--- src/hw/rtl/dcfd_pkg.sv ---
// Shared types, constants and configuration records of the DShot capture frame decoder.
package dcfd_pkg;

    localparam int FRAME_BITS         = 16;
    localparam int TIME_W             = 16;
    localparam int CFG_W              = 16;
    localparam int CFG_INDEX_W        = 3;
    localparam int THROTTLE_W         = 11;
    localparam int THROTTLE_MAX       = 2047;
    localparam int LOW_THROTTLE_LIMIT = 47;
    localparam int THROTTLE_SHIFT     = 5;
    localparam int CRC_W              = 4;
    localparam int COUNT_W            = 5;
    localparam int QUEUE_DEPTH_DEF    = 2;
    localparam int OUT_DATA_W         = 32;

    // Speed interpolation: add = (thr - 47) * span / SPEED_DIV, done with a
    // reciprocal multiply followed by a single correction step.
    localparam int SPEED_DIV   = THROTTLE_MAX - LOW_THROTTLE_LIMIT;
    localparam int PROD_W      = THROTTLE_W + CFG_W;
    localparam int RECIP_SHIFT = 32;
    localparam int RECIP_W     = 33;
    localparam int REM_W       = THROTTLE_W + 1;
    localparam logic [RECIP_W-1:0] RECIP = RECIP_W'((64'd1 << RECIP_SHIFT) / SPEED_DIV);

    // Reset values of the configuration registers.
    localparam logic [CFG_W-1:0] GAP_TICKS_RST     = 16'd400;
    localparam logic [CFG_W-1:0] ONE_THRESHOLD_RST = 16'd100;
    localparam logic [CFG_W-1:0] LOSS_LIMIT_RST    = 16'd10;
    localparam logic [CFG_W-1:0] MIN_SPEED_RST     = 16'd500;
    localparam logic [CFG_W-1:0] MAX_SPEED_RST     = 16'd20000;
    localparam logic             CRC_INVERTED_RST  = 1'b0;

    localparam logic OP_EDGE    = 1'b0;
    localparam logic OP_TIMEOUT = 1'b1;

    typedef enum logic [CFG_INDEX_W-1:0] {
        CFG_GAP_TICKS     = 3'd0,
        CFG_ONE_THRESHOLD = 3'd1,
        CFG_LOSS_LIMIT    = 3'd2,
        CFG_MIN_SPEED     = 3'd3,
        CFG_MAX_SPEED     = 3'd4,
        CFG_CRC_INVERTED  = 3'd5
    } cfg_index_t;

    typedef enum logic [1:0] {
        WORK_PLAIN,
        WORK_FRAME,
        WORK_TIMEOUT
    } work_kind_t;

    typedef struct packed {
        work_kind_t            kind;
        logic [FRAME_BITS-1:0] frame;
    } work_item_t;

    typedef struct packed {
        logic [CFG_W-1:0] gap_ticks;
        logic [CFG_W-1:0] one_threshold;
    } front_cfg_t;

    typedef struct packed {
        logic [CFG_W-1:0] loss_limit;
        logic [CFG_W-1:0] min_speed;
        logic [CFG_W-1:0] max_speed;
        logic             crc_inverted;
    } back_cfg_t;

    typedef struct packed {
        logic full;
        logic empty;
    } queue_status_t;

endpackage

--- src/hw/rtl/dcfd_front.sv ---
// Front end: accepts edge and timeout transactions and assembles frame bits.
module dcfd_front
    import dcfd_pkg::*;
(
    input  logic                  aclk,
    input  logic                  aresetn,
    input  front_cfg_t            cfg,
    input  logic                  s_tvalid,
    output logic                  s_tready,
    input  logic                  s_tuser,
    input  logic [TIME_W-1:0]     s_tdata,
    input  queue_status_t         queue_status,
    output logic                  push_valid,
    output work_item_t            push_item
);

    logic [TIME_W-1:0]     last_time_reg, last_time_next;
    logic [FRAME_BITS-1:0] shift_reg, shift_next;
    logic [COUNT_W-1:0]    count_reg, count_next;
    logic                  expect_reg, expect_next;
    logic                  synced_reg, synced_next;
    logic [TIME_W-1:0]     ticks;
    logic [COUNT_W-1:0]    count_inc;
    logic [FRAME_BITS-1:0] shifted;
    logic                  accept;

    assign s_tready = !queue_status.full;
    assign accept   = s_tvalid && s_tready;

    assign ticks     = s_tdata - last_time_reg;
    assign count_inc = count_reg + COUNT_W'(1);
    assign shifted   = {shift_reg[FRAME_BITS-2:0], (ticks >= cfg.one_threshold)};

    always_comb begin
        last_time_next  = last_time_reg;
        shift_next      = shift_reg;
        count_next      = count_reg;
        expect_next     = expect_reg;
        synced_next     = synced_reg;
        push_item.kind  = WORK_PLAIN;
        push_item.frame = shifted;
        if (s_tuser == OP_TIMEOUT) begin
            push_item.kind = WORK_TIMEOUT;
            shift_next     = '0;
            count_next     = '0;
            expect_next    = 1'b0;
            synced_next    = 1'b0;
        end else begin
            last_time_next = s_tdata;
            if (ticks >= cfg.gap_ticks) begin
                shift_next  = '0;
                count_next  = '0;
                expect_next = 1'b1;
                synced_next = 1'b1;
            end else if (synced_reg) begin
                if (expect_reg) begin
                    shift_next  = shifted;
                    count_next  = count_inc;
                    expect_next = 1'b0;
                    if (count_inc >= COUNT_W'(FRAME_BITS)) begin
                        push_item.kind = WORK_FRAME;
                        shift_next     = '0;
                        count_next     = '0;
                    end
                end else begin
                    expect_next = 1'b1;
                end
            end
        end
    end

    assign push_valid = accept;

    always_ff @(posedge aclk) begin
        if (!aresetn) begin
            last_time_reg <= '0;
            shift_reg     <= '0;
            count_reg     <= '0;
            expect_reg    <= 1'b0;
            synced_reg    <= 1'b0;
        end else if (accept) begin
            last_time_reg <= last_time_next;
            shift_reg     <= shift_next;
            count_reg     <= count_next;
            expect_reg    <= expect_next;
            synced_reg    <= synced_next;
        end
    end

endmodule

--- src/hw/rtl/dcfd_queue.sv ---
// Small FIFO of classified work items between the front and back ends.
module dcfd_queue
    import dcfd_pkg::*;
#(
    parameter int DEPTH = QUEUE_DEPTH_DEF
) (
    input  logic          aclk,
    input  logic          aresetn,
    input  logic          push,
    input  work_item_t    push_item,
    input  logic          pop,
    output work_item_t    head_item,
    output queue_status_t status
);

    localparam int PTR_W = (DEPTH > 1) ? $clog2(DEPTH) : 1;
    localparam int CNT_W = $clog2(DEPTH + 1);

    work_item_t         entry_reg [DEPTH];
    logic [PTR_W-1:0]   wr_ptr_reg, wr_ptr_next;
    logic [PTR_W-1:0]   rd_ptr_reg, rd_ptr_next;
    logic [CNT_W-1:0]   count_reg, count_next;
    logic               do_push;
    logic               do_pop;

    assign status.full  = (count_reg == CNT_W'(DEPTH));
    assign status.empty = (count_reg == '0);
    assign do_push      = push && !status.full;
    assign do_pop       = pop && !status.empty;
    assign head_item    = entry_reg[rd_ptr_reg];

    always_comb begin
        wr_ptr_next = wr_ptr_reg;
        rd_ptr_next = rd_ptr_reg;
        count_next  = count_reg;
        if (do_push) begin
            wr_ptr_next = (wr_ptr_reg == PTR_W'(DEPTH - 1)) ? '0 : wr_ptr_reg + PTR_W'(1);
        end
        if (do_pop) begin
            rd_ptr_next = (rd_ptr_reg == PTR_W'(DEPTH - 1)) ? '0 : rd_ptr_reg + PTR_W'(1);
        end
        if (do_push && !do_pop) begin
            count_next = count_reg + CNT_W'(1);
        end else if (do_pop && !do_push) begin
            count_next = count_reg - CNT_W'(1);
        end
    end

    always_ff @(posedge aclk) begin
        if (do_push) begin
            entry_reg[wr_ptr_reg] <= push_item;
        end
    end

    always_ff @(posedge aclk) begin
        if (!aresetn) begin
            wr_ptr_reg <= '0;
            rd_ptr_reg <= '0;
            count_reg  <= '0;
        end else begin
            wr_ptr_reg <= wr_ptr_next;
            rd_ptr_reg <= rd_ptr_next;
            count_reg  <= count_next;
        end
    end

endmodule

--- src/hw/rtl/dcfd_back.sv ---
// Back end: CRC check, throttle-to-speed pipeline, timeout tracking and result register.
module dcfd_back
    import dcfd_pkg::*;
(
    input  logic                  aclk,
    input  logic                  aresetn,
    input  back_cfg_t             cfg,
    input  work_item_t            head_item,
    input  queue_status_t         queue_status,
    output logic                  pop,
    output logic                  m_tvalid,
    input  logic                  m_tready,
    output logic [OUT_DATA_W-1:0] m_tdata
);

    localparam int FULL_W = PROD_W + RECIP_W;

    logic advance;

    // Stage 1: decoded frame.
    logic                  s1_valid_reg;
    work_kind_t            s1_kind_reg;
    logic                  s1_ok_reg;
    logic [THROTTLE_W-1:0] s1_thr_reg;
    logic                  s1_low_reg;
    logic [THROTTLE_W-1:0] s1_diff_reg;
    logic [CFG_W-1:0]      s1_span_reg;

    // Stage 2: scaled product.
    logic                  s2_valid_reg;
    work_kind_t            s2_kind_reg;
    logic                  s2_ok_reg;
    logic [THROTTLE_W-1:0] s2_thr_reg;
    logic                  s2_low_reg;
    logic [PROD_W-1:0]     s2_prod_reg;

    // Stage 3: quotient estimate.
    logic                  s3_valid_reg;
    work_kind_t            s3_kind_reg;
    logic                  s3_ok_reg;
    logic [THROTTLE_W-1:0] s3_thr_reg;
    logic                  s3_low_reg;
    logic [PROD_W-1:0]     s3_prod_reg;
    logic [CFG_W-1:0]      s3_quot_reg;

    // Stage 4: remainder for the correction step.
    logic                  s4_valid_reg;
    work_kind_t            s4_kind_reg;
    logic                  s4_ok_reg;
    logic [THROTTLE_W-1:0] s4_thr_reg;
    logic                  s4_low_reg;
    logic [CFG_W-1:0]      s4_quot_reg;
    logic [REM_W-1:0]      s4_rem_reg;

    // Result register and held state.
    logic                  out_valid_reg, out_valid_next;
    logic                  done_reg, done_next;
    logic                  ok_reg, ok_next;
    logic                  lost_reg, lost_next;
    logic [THROTTLE_W-1:0] held_thr_reg, held_thr_next;
    logic [CFG_W-1:0]      held_speed_reg, held_speed_next;
    logic                  running_reg, running_next;
    logic [CFG_W-1:0]      timeout_reg, timeout_next;

    logic [FRAME_BITS-CRC_W-1:0] crc_data;
    logic [CRC_W-1:0]            crc_calc;
    logic                        crc_ok;
    logic [THROTTLE_W-1:0]       thr_raw;
    logic [THROTTLE_W-1:0]       thr_clamped;
    logic                        thr_low;
    logic [CFG_W-1:0]            span;
    logic [FULL_W-1:0]           recip_prod;
    logic [PROD_W-1:0]           quot_times_div;
    logic [PROD_W-1:0]           rem_full;
    logic [CFG_W-1:0]            quot_final;
    logic [CFG_W-1:0]            timeout_inc;

    assign advance = !out_valid_reg || m_tready;
    assign pop     = advance && !queue_status.empty;

    // Stage 1 logic.
    assign crc_data = head_item.frame[FRAME_BITS-1:CRC_W];
    always_comb begin
        crc_calc = crc_data[3:0] ^ crc_data[7:4] ^ crc_data[11:8];
        if (cfg.crc_inverted) begin
            crc_calc = ~crc_calc;
        end
    end
    assign crc_ok      = (crc_calc == head_item.frame[CRC_W-1:0]);
    assign thr_raw     = head_item.frame[THROTTLE_SHIFT +: THROTTLE_W];
    assign thr_clamped = (thr_raw > THROTTLE_W'(THROTTLE_MAX)) ? THROTTLE_W'(THROTTLE_MAX)
                                                                : thr_raw;
    assign thr_low     = (thr_clamped <= THROTTLE_W'(LOW_THROTTLE_LIMIT));
    assign span        = (cfg.max_speed >= cfg.min_speed) ? cfg.max_speed - cfg.min_speed : '0;

    // Quotient estimate from the reciprocal is at most one below the true value.
    assign recip_prod     = FULL_W'(s2_prod_reg) * FULL_W'(RECIP);
    assign quot_times_div = PROD_W'(s3_quot_reg) * PROD_W'(SPEED_DIV);
    assign rem_full       = s3_prod_reg - quot_times_div;
    assign quot_final     = s4_quot_reg + CFG_W'(s4_rem_reg >= REM_W'(SPEED_DIV));
    assign timeout_inc    = (timeout_reg == '1) ? timeout_reg : timeout_reg + CFG_W'(1);

    always_comb begin
        out_valid_next  = s4_valid_reg;
        done_next       = 1'b0;
        ok_next         = 1'b0;
        held_thr_next   = held_thr_reg;
        held_speed_next = held_speed_reg;
        running_next    = running_reg;
        timeout_next    = timeout_reg;
        if (s4_valid_reg) begin
            case (s4_kind_reg)
                WORK_FRAME: begin
                    done_next = 1'b1;
                    ok_next   = s4_ok_reg;
                    if (s4_ok_reg) begin
                        timeout_next  = '0;
                        held_thr_next = s4_thr_reg;
                        if (s4_thr_reg != '0) begin
                            running_next    = 1'b1;
                            held_speed_next = s4_low_reg ? cfg.min_speed
                                                         : cfg.min_speed + quot_final;
                        end else begin
                            running_next    = 1'b0;
                            held_speed_next = '0;
                        end
                    end
                end
                WORK_TIMEOUT: begin
                    timeout_next = timeout_inc;
                    if (timeout_inc >= cfg.loss_limit) begin
                        running_next = 1'b0;
                        timeout_next = cfg.loss_limit;
                    end
                end
                default: begin
                end
            endcase
        end
        lost_next = (timeout_next >= cfg.loss_limit);
    end

    always_ff @(posedge aclk) begin
        if (advance) begin
            s1_kind_reg <= head_item.kind;
            s1_ok_reg   <= crc_ok;
            s1_thr_reg  <= thr_clamped;
            s1_low_reg  <= thr_low;
            s1_diff_reg <= thr_low ? '0 : thr_clamped - THROTTLE_W'(LOW_THROTTLE_LIMIT);
            s1_span_reg <= span;

            s2_kind_reg <= s1_kind_reg;
            s2_ok_reg   <= s1_ok_reg;
            s2_thr_reg  <= s1_thr_reg;
            s2_low_reg  <= s1_low_reg;
            s2_prod_reg <= PROD_W'(s1_diff_reg) * PROD_W'(s1_span_reg);

            s3_kind_reg <= s2_kind_reg;
            s3_ok_reg   <= s2_ok_reg;
            s3_thr_reg  <= s2_thr_reg;
            s3_low_reg  <= s2_low_reg;
            s3_prod_reg <= s2_prod_reg;
            s3_quot_reg <= recip_prod[RECIP_SHIFT +: CFG_W];

            s4_kind_reg <= s3_kind_reg;
            s4_ok_reg   <= s3_ok_reg;
            s4_thr_reg  <= s3_thr_reg;
            s4_low_reg  <= s3_low_reg;
            s4_quot_reg <= s3_quot_reg;
            s4_rem_reg  <= rem_full[REM_W-1:0];

            done_reg    <= done_next;
            ok_reg      <= ok_next;
            lost_reg    <= lost_next;
        end
    end

    always_ff @(posedge aclk) begin
        if (!aresetn) begin
            s1_valid_reg   <= 1'b0;
            s2_valid_reg   <= 1'b0;
            s3_valid_reg   <= 1'b0;
            s4_valid_reg   <= 1'b0;
            out_valid_reg  <= 1'b0;
            held_thr_reg   <= '0;
            held_speed_reg <= '0;
            running_reg    <= 1'b0;
            timeout_reg    <= '0;
        end else if (advance) begin
            s1_valid_reg   <= pop;
            s2_valid_reg   <= s1_valid_reg;
            s3_valid_reg   <= s2_valid_reg;
            s4_valid_reg   <= s3_valid_reg;
            out_valid_reg  <= out_valid_next;
            held_thr_reg   <= held_thr_next;
            held_speed_reg <= held_speed_next;
            running_reg    <= running_next;
            timeout_reg    <= timeout_next;
        end
    end

    assign m_tvalid = out_valid_reg;
    assign m_tdata  = {1'b0, lost_reg, running_reg, held_speed_reg, held_thr_reg,
                       ok_reg, done_reg};

endmodule

--- src/hw/rtl/dshot_capture_frame_decoder.sv ---
// Top level of the DShot capture frame decoder: configuration registers and the three stages.
//
// Input channel (s_*): one transaction per captured edge or receive timeout.
// s_tuser selects the kind (0 edge, 1 timeout); s_tdata carries the 16-bit
// timer value of the edge. Every input transaction yields exactly one result
// transaction on the m_* channel with the frame status, the held throttle and
// speed command, the run flag and the signal-lost flag.
// The front end tracks edge intervals and assembles frame bits at one
// transaction per cycle; a small queue (QUEUE_DEPTH entries) decouples it from
// the back end, a five-register pipeline that checks the CRC and computes the
// speed command with a product, a reciprocal multiply and a remainder correction.
// Throughput is one transaction per cycle while m_tready stays high.
// When m_tready is low the back-end pipeline holds, the queue fills and then
// s_tready drops until the result is taken. No result is dropped.
// Reset (aresetn low, synchronous) clears all decoder state and restores the
// configuration registers to their defaults. cfg_wr_en writes register
// cfg_index with cfg_wdata; writes are expected only while idle.
module dshot_capture_frame_decoder
    import dcfd_pkg::*;
#(
    parameter int QUEUE_DEPTH = QUEUE_DEPTH_DEF
) (
    input  logic                   aclk,
    input  logic                   aresetn,
    input  logic                   cfg_wr_en,
    input  logic [CFG_INDEX_W-1:0] cfg_index,
    input  logic [CFG_W-1:0]       cfg_wdata,
    input  logic                   s_tvalid,
    output logic                   s_tready,
    input  logic                   s_tuser,   // [0] operation
    input  logic [TIME_W-1:0]      s_tdata,   // [15:0] capture_time
    output logic                   m_tvalid,
    input  logic                   m_tready,
    // [0] frame_done, [1] crc_ok, [12:2] throttle, [28:13] speed_command,
    // [29] run_enable, [30] signal_lost, [31] zero
    output logic [OUT_DATA_W-1:0]  m_tdata
);

    logic [CFG_W-1:0] gap_ticks_reg;
    logic [CFG_W-1:0] one_threshold_reg;
    logic [CFG_W-1:0] loss_limit_reg;
    logic [CFG_W-1:0] min_speed_reg;
    logic [CFG_W-1:0] max_speed_reg;
    logic             crc_inverted_reg;

    front_cfg_t    front_cfg;
    back_cfg_t     back_cfg;
    queue_status_t queue_status;
    logic          push_valid;
    work_item_t    push_item;
    logic          pop;
    work_item_t    head_item;

    always_ff @(posedge aclk) begin
        if (!aresetn) begin
            gap_ticks_reg     <= GAP_TICKS_RST;
            one_threshold_reg <= ONE_THRESHOLD_RST;
            loss_limit_reg    <= LOSS_LIMIT_RST;
            min_speed_reg     <= MIN_SPEED_RST;
            max_speed_reg     <= MAX_SPEED_RST;
            crc_inverted_reg  <= CRC_INVERTED_RST;
        end else if (cfg_wr_en) begin
            case (cfg_index_t'(cfg_index))
                CFG_GAP_TICKS:     gap_ticks_reg     <= cfg_wdata;
                CFG_ONE_THRESHOLD: one_threshold_reg <= cfg_wdata;
                CFG_LOSS_LIMIT:    loss_limit_reg    <= cfg_wdata;
                CFG_MIN_SPEED:     min_speed_reg     <= cfg_wdata;
                CFG_MAX_SPEED:     max_speed_reg     <= cfg_wdata;
                CFG_CRC_INVERTED:  crc_inverted_reg  <= cfg_wdata[0];
                default: begin
                end
            endcase
        end
    end

    assign front_cfg.gap_ticks     = gap_ticks_reg;
    assign front_cfg.one_threshold = one_threshold_reg;
    assign back_cfg.loss_limit     = loss_limit_reg;
    assign back_cfg.min_speed      = min_speed_reg;
    assign back_cfg.max_speed      = max_speed_reg;
    assign back_cfg.crc_inverted   = crc_inverted_reg;

    dcfd_front u_front (
        .aclk         (aclk),
        .aresetn      (aresetn),
        .cfg          (front_cfg),
        .s_tvalid     (s_tvalid),
        .s_tready     (s_tready),
        .s_tuser      (s_tuser),
        .s_tdata      (s_tdata),
        .queue_status (queue_status),
        .push_valid   (push_valid),
        .push_item    (push_item)
    );

    dcfd_queue #(
        .DEPTH (QUEUE_DEPTH)
    ) u_queue (
        .aclk      (aclk),
        .aresetn   (aresetn),
        .push      (push_valid),
        .push_item (push_item),
        .pop       (pop),
        .head_item (head_item),
        .status    (queue_status)
    );

    dcfd_back u_back (
        .aclk         (aclk),
        .aresetn      (aresetn),
        .cfg          (back_cfg),
        .head_item    (head_item),
        .queue_status (queue_status),
        .pop          (pop),
        .m_tvalid     (m_tvalid),
        .m_tready     (m_tready),
        .m_tdata      (m_tdata)
    );

endmodule

--- config.mk ---
export PLATFORM = sky130hd
export DESIGN_NAME = dshot_capture_frame_decoder
export DESIGN_NICKNAME = d
export VERILOG_FILES = /design/src/hw/rtl/dcfd_pkg.sv /design/src/hw/rtl/dcfd_front.sv /design/src/hw/rtl/dcfd_queue.sv /design/src/hw/rtl/dcfd_back.sv /design/src/hw/rtl/dshot_capture_frame_decoder.sv
export SDC_FILE = /design/constraint.sdc
export NUM_CORES = 2
export LEC_CHECK = 0
export BUFFER_PORTS_ARGS = -buffer_cell sky130_fd_sc_hd__buf_2
export CAP_MARGIN = 20
export CORE_AREA = 2 2 245 247
export CTS_CLUSTER_DIAMETER = 150
export DETAILED_ROUTE_END_ITERATION = 6
export DIE_AREA = 0 0 247 249
export PLACE_DENSITY = 0.79
export SETUP_SLACK_MARGIN = 0.3
export SYNTH_ARGS = -nofsm -noshare
export SYNTH_HDL_FRONTEND = slang
export SYNTH_SLANG_ARGS = --single-unit
--- constraint.sdc ---
create_clock -name aclk -period 13.6 [get_ports aclk]
set_input_delay 0.68 -clock aclk [delete_from_list [all_inputs] [get_ports aclk]]
set_output_delay 0.68 -clock aclk [all_outputs]
set_load 0.005 [all_outputs]
# [After elaboration in Yosys (flattened, before gate mapping)]
# Memory sizes are Yosys's and may differ from the RTL's. A register that Yosys moved wholly into a read port is not among the register bits.
# Cells that the tools add are included.
[op_classes] n_mux=43 n_reduce_logical=33 n_lt_le_gt_ge=9 bitwise=4 n_mul=3 n_addsub=12 n_eq_ne=12
[op_table] cell="two-way mux 16 bit" count=6
[op_table] cell="greater-or-equal comparator 16 bit" count=5
[op_table] cell="two-way mux 15 bit" count=5
[op_table] cell="multiplier 27 x 22 -> 48 bit (second input constant)" count=1
[op_table] cell="one-hot mux 16 bit (2 select lines)" count=1
[op_table] cell="subtractor 16 bit" count=2
[op_table] cell="multiplier 11 x 16 -> 27 bit" count=1
[op_table] cell="two-way mux 5 bit" count=5
[op_table] cell="AND reduction 2 bit" count=10
[op_table] cell="two-way mux 1 bit" count=17
[op_table] cell="adder 16 x 1 -> 16 bit" count=1
[op_table] cell="adder 16 x 1 -> 16 bit (second input constant)" count=1
[op_table] cell="adder 16 bit" count=1
[op_table] cell="equality test 16 bit (second input constant)" count=1
[op_table] cell="multiplier 16 x 7 -> 8 bit (second input constant)" count=1
[op_table] cell="greater-or-equal comparator 12 x 11 -> 1 bit (second input constant)" count=1
[op_table] cell="two-way mux 2 bit" count=6
[op_table] cell="subtractor 12 bit" count=1
[op_table] cell="> comparator 11 bit (second input constant)" count=1
[op_table] cell="<= comparator 11 x 6 -> 1 bit (second input constant)" count=1
[op_table] cell="two-way mux 11 bit" count=1
[op_table] cell="nonzero test 11 bit" count=1
[op_table] cell="subtractor 11 x 6 -> 11 bit (second input constant)" count=1
[op_table] cell="bitwise XOR 4 bit" count=2
[op_table] cell="26 further kinds" count=43
[totals] n_memories=1 register_bits=345 out_inout_bits=34 ramBits=36
[mem_list] memory="u_queue.entry_reg" words=2 word_bits=18 rd=1 rd_ports_with_merged_regs=1 wr=1 line_no="dcfd_queue.sv:19" text="work_item_t entry_reg [DEPTH];"

# [Depth between registers and ports, before layout]
[logic_depth] ltp_word=8 depth_mapped=32

# [Cells and area by module]
# From an unflattened synthesis, not the netlist that was laid out.
[hier_totals] cells_unflattened=3273 area_unflattened_um2=32666.3
[modules_own_cells] mod="dcfd_back" instances=1 cells_each=2486 area_each_um2=24901.4 seq_area_each_um2=5935.7
[modules_own_cells] mod="dshot_capture_frame_decoder" instances=1 cells_each=304 area_each_um2=3134.3 seq_area_each_um2=1621.6
[modules_own_cells] mod="dcfd_front" instances=1 cells_each=402 area_each_um2=3100.5 seq_area_each_um2=760.7
[modules_own_cells] mod="dcfd_queue" instances=1 cells_each=81 area_each_um2=1530.2 seq_area_each_um2=1181.1

# [Least setup slack after synthesis]
# Ideal clock, no wire load.
[synth_timing] path_kind="input -> register" start="input m_tready" end="register u_queue.count_reg[1]" arrival_ps=6310 cell_stages=7 setup_slack_ps=7220 cell_sequence="nor2b_1 > clkbuf_1 > clkinv_1 > o21ai_0 > ha_1 > or3_1 > a21oi_1"
[synth_between] elab_chain_cells=6 elab_cells_between_ends=8
[synth_rtl] item="start, declared" line_no="dshot_capture_frame_decoder.sv:33" text="input logic m_tready,"
[synth_rtl] item="logical OR 1 bit (*)" line_no="dcfd_back.sv:78" text="assign advance = !out_valid_reg || m_tready;"
[synth_rtl] item="logical AND 1 bit (*)" line_no="dcfd_back.sv:79" text="assign pop = advance && !queue_status.empty;"
[synth_rtl] item="logical AND 1 bit (*)" line_no="dcfd_queue.sv:29" text="assign do_pop = pop && !status.empty;"
[synth_rtl] item="logical NOT 1 bit" line_no="dcfd_queue.sv:42" text="if (do_push && !do_pop) begin"
[synth_rtl] item="logical AND 1 bit" line_no="dcfd_queue.sv:42"
[synth_rtl] item="two-way mux 2 bit / nonzero test 2 bit (equally long branches)"
[synth_rtl] item="end signal, assigned" line_no="dcfd_queue.sv:63" text="count_reg <= count_next;"
[synth_rtl] item="end, declared" line_no="dcfd_queue.sv:22" text="logic [CNT_W-1:0] count_reg, count_next;"
# Mark *: on every way between the ends. The rest lies on a longest branch, timed or not.
# A chain may end at the register's enable or synchronous reset.

# [Worst setup path in the final report]
[layout_timing] start="register u_back.s2_prod_reg[14]" end="register u_back.s3_quot_reg[14] (data pin)"
[layout_between] elab_chain_cells=1
[layout_rtl] item="start, declared" line_no="dcfd_back.sv:35" text="logic [PROD_W-1:0] s2_prod_reg;"
[layout_rtl] item="start signal, assigned" line_no="dcfd_back.sv:156" text="s2_prod_reg <= PROD_W'(s1_diff_reg) * PROD_W'(s1_span_reg);"
[layout_rtl] item="multiplier 27 x 22 -> 48 bit" line_no="dcfd_back.sv:97" text="assign recip_prod = FULL_W'(s2_prod_reg) * FULL_W'(RECIP);"
[layout_rtl] item="net u_back.recip_prod[46]" line_no="dcfd_back.sv:72" text="logic [FULL_W-1:0] recip_prod;"
[layout_rtl] item="end signal, assigned" line_no="dcfd_back.sv:163" text="s3_quot_reg <= recip_prod[RECIP_SHIFT +: CFG_W];"
[layout_rtl] item="end, declared" line_no="dcfd_back.sv:44" text="logic [CFG_W-1:0] s3_quot_reg;"
# The timed path passes the listed nets, and every way through them passes these cells.

==> flow_metrics.tcl <==
set metrics [dict create \
    status "finished clean" \
    cts_hold_buf 0 \
    critPathLaunchType "flop" \
    ys.flop_type "edfxtp_1" \
    cp-end-kind "flop" \
    ant_nets 0 \
    syn_to_final_growth_pct 7.79 \
    final_util 0.587 \
    ys_seq_area_frac 0.297 \
    cts_max_level 2 \
    antenna_found_initial 1 \
    routed_wl_mm 68.9 \
    post_cts_resized 0 \
    syn-mean-instance-area_um2 9.70 \
    routed-via-count 22700 \
    rows 89 \
    dpl_worst_slack_ns 7.16 \
    die_y_um 249 \
    detail_route.vias_per_cell 5.49 \
    syn_nets 4089 \
    drive_gt1_frac 0.0577 \
    setup_violations 0 \
    slew_violations 0 \
    grt_use_met1 0.301 \
    ys_warn_count 0 \
    largest_reg_flops 36 \
    diodes 0 \
    period_share 0.475 \
    dieArea_um2 61500 \
    finalHoldViolations 0 \
    dpl_cell_area_um2 33000 \
    setup_tns_ns 0 \
    crit_top_cell "inv_1" \
    cts_tree "done" \
    crit_fanout 9 \
    post-cts-setup-buffers 0 \
    clk_pin_slew_ns 0.07 \
    drc 0 \
    grtUsageMet3 0.0276 \
    crit_type "flop to flop" \
    grt_max_degree 96 \
    grt_pass1_vias 23100 \
    ios 75 \
    finClkSkew_ns 0.0449 \
    met2_usage 0.384 \
    drtIter0Drc 1453 \
    worst-path-buf-inv 6 \
    syn_area_um2 32000 \
    core_um2 58700 \
    timing.max_slew.rel_slack 0.303 \
    final_area_um2 34400 \
    wl_per_cell_um 16.7 \
    cap_violations 0 \
    worst_pin_slew_ns 1.04 \
    overflow 0 \
    cts_made_buffers 38 \
    synth_cell_types 81 \
    gp_congestion 0.922 \
    cts_root_buf "clkbuf_16" \
    clock_sinks 374 \
    clkLatencyLatePin_ns 0.57 \
    synth_cells 3294 \
    critPathTopFamily "adder cells" \
    hpwl_mm 53.0 \
    busiest_layer "met2" \
    layout.cells.most_common_list "inv_1, ha_1, nand2_1" \
    worstHoldPathType "input pin to flop" \
    ys_seq_elements 374 \
    layout_commonest_cell "inv_1" \
    cpPeakStageDelay_ns 0.60 \
    grt_pass1_wl_mm 114 \
    required_ns 13.91 \
    synth_edf_count 201 \
    clk_path_buf_depth 3 \
    async_flop_share 0 \
    io_buffer_count 73 \
    layout_setup_ws_ns 7.14 \
    layout.nets 4127 \
    cp_cell_sequence "ha_1, inv_1, fa_1, inv_1, ha_1, inv_1, fa_1, fa_1, inv_1, fa_1, inv_1, fa_1, inv_1, ha_1, nand4_1, a21oi_1, o21ai_0, a31oi_4, a21oi_2, a311oi_2, o21a_1, nor2_1, xnor2_1" \
    rsz0062_at_grt "false" \
    fmax_mhz 155 \
    start_util 0.544 \
    die_w_um 247 \
    cp.arrival_ns 6.78 \
    track_usage 0.228 \
    period_needed_ns 6.46 \
    firstDrtPassIters 5 \
    cp_slowest_cell "edfxtp_1" \
]
[metrics by stage]
stage | hold slack [ns] | cells
floorplan | 0.400 | 3294
global placement | 0.401 | 4064
detailed placement | 0.405 | 4064
CTS | 0.371 | 4134
global route | 0.388 | 4135
finish | 0.386 | 4135
[cell usage after synthesis, types with 17 or more instances]
| master | number | area [µm²] |
|---|---|---|
| nand4_1 | 20 | 125 |
| edfxtp_1 | 201 | 6040 |
| dfxtp_1 | 173 | 3460 |
| nor2_1 | 97 | 364 |
| nor2b_1 | 18 | 113 |
| fa_1 | 288 | 5770 |
| o21ai_1 | 44 | 220 |
| xor2_1 | 41 | 359 |
| a21oi_1 | 190 | 951 |
| and2_1 | 71 | 444 |
| ha_1 | 466 | 5830 |
| o21a_1 | 18 | 135 |
| o211ai_1 | 19 | 143 |
| nand2_1 | 454 | 1700 |
| nand2b_1 | 17 | 106 |
| nor3_1 | 36 | 180 |
| o22ai_1 | 20 | 125 |
| clkbuf_1 | 76 | 285 |
| nand3_1 | 36 | 180 |
| inv_1 | 603 | 2260 |
| o21ai_0 | 62 | 310 |
| xnor2_1 | 79 | 692 |
| a21o_1 | 57 | 428 |
| mux2i_1 | 17 | 170 |
[cell families (layout without fill, tap and decap cells)]
| logic type | count (synthesis) | count (layout) | synth area share |
|---|---|---|---|
| compound gates | 513 | 513 | 0.100 |
| xor+xnor | 121 | 121 | 0.0336 |
| fa+ha+maj | 754 | 754 | 0.363 |
| buf+inv | 698 | 766 | 0.0829 |
| flops | 374 | 374 | 0.297 |
| mux | 28 | 28 | 0.00920 |
| other cells | 1 | 1 | 0.000117 |
| simple gates | 805 | 805 | 0.113 |
[worst reg2reg max path, delay by kind of cell (launching register included)]
family | cells | cell delay, ns
flip-flops | 1 | 0.60
buffers and inverters | 6 | 0.27
adder cells (fa/ha/maj) | 8 | 3.45
AO/OA/AOI/OAI | 6 | 1.46
AND/OR/NAND/NOR | 2 | 0.33
XOR/XNOR | 1 | 0.11
[path summary, 6_finish.rpt]
path,from,end,slack (ns),depth (start not counted)
max,u_back.s2_prod_reg[14],u_back.s3_quot_reg[14],7.14,23
min,s_tdata[3],u_front.last_time_reg[3],0.39,3
max reg2reg,u_back.s2_prod_reg[14],u_back.s3_quot_reg[14],7.14,23
min reg2reg,u_back.s1_ok_reg,u_back.s2_ok_reg,0.42,0
[metal layers]
layer	up-vias	part of all wire	wire, µm
li1	10900	-	-
met5	-	0.00019	13
met1	11100	0.43	29400
met3	143	0.052	3600
met2	589	0.48	33300
met4	2	0.037	2520
[final cells by class]
type / count / area (µm²)
Fill cell: 4794 / 24200
Tap cell: 773 / 967
Inverter: 606 / 2280
Multi-Input combinational cell: 2222 / 19800
Clock inverter: 22 / 344
Sequential cell: 374 / 9500
Clock buffer: 48 / 1040
Timing Repair Buffer: 90 / 497
Power is not shown: default switching activity piles up to over one toggle a cycle in this logic, so the estimate is an artifact.
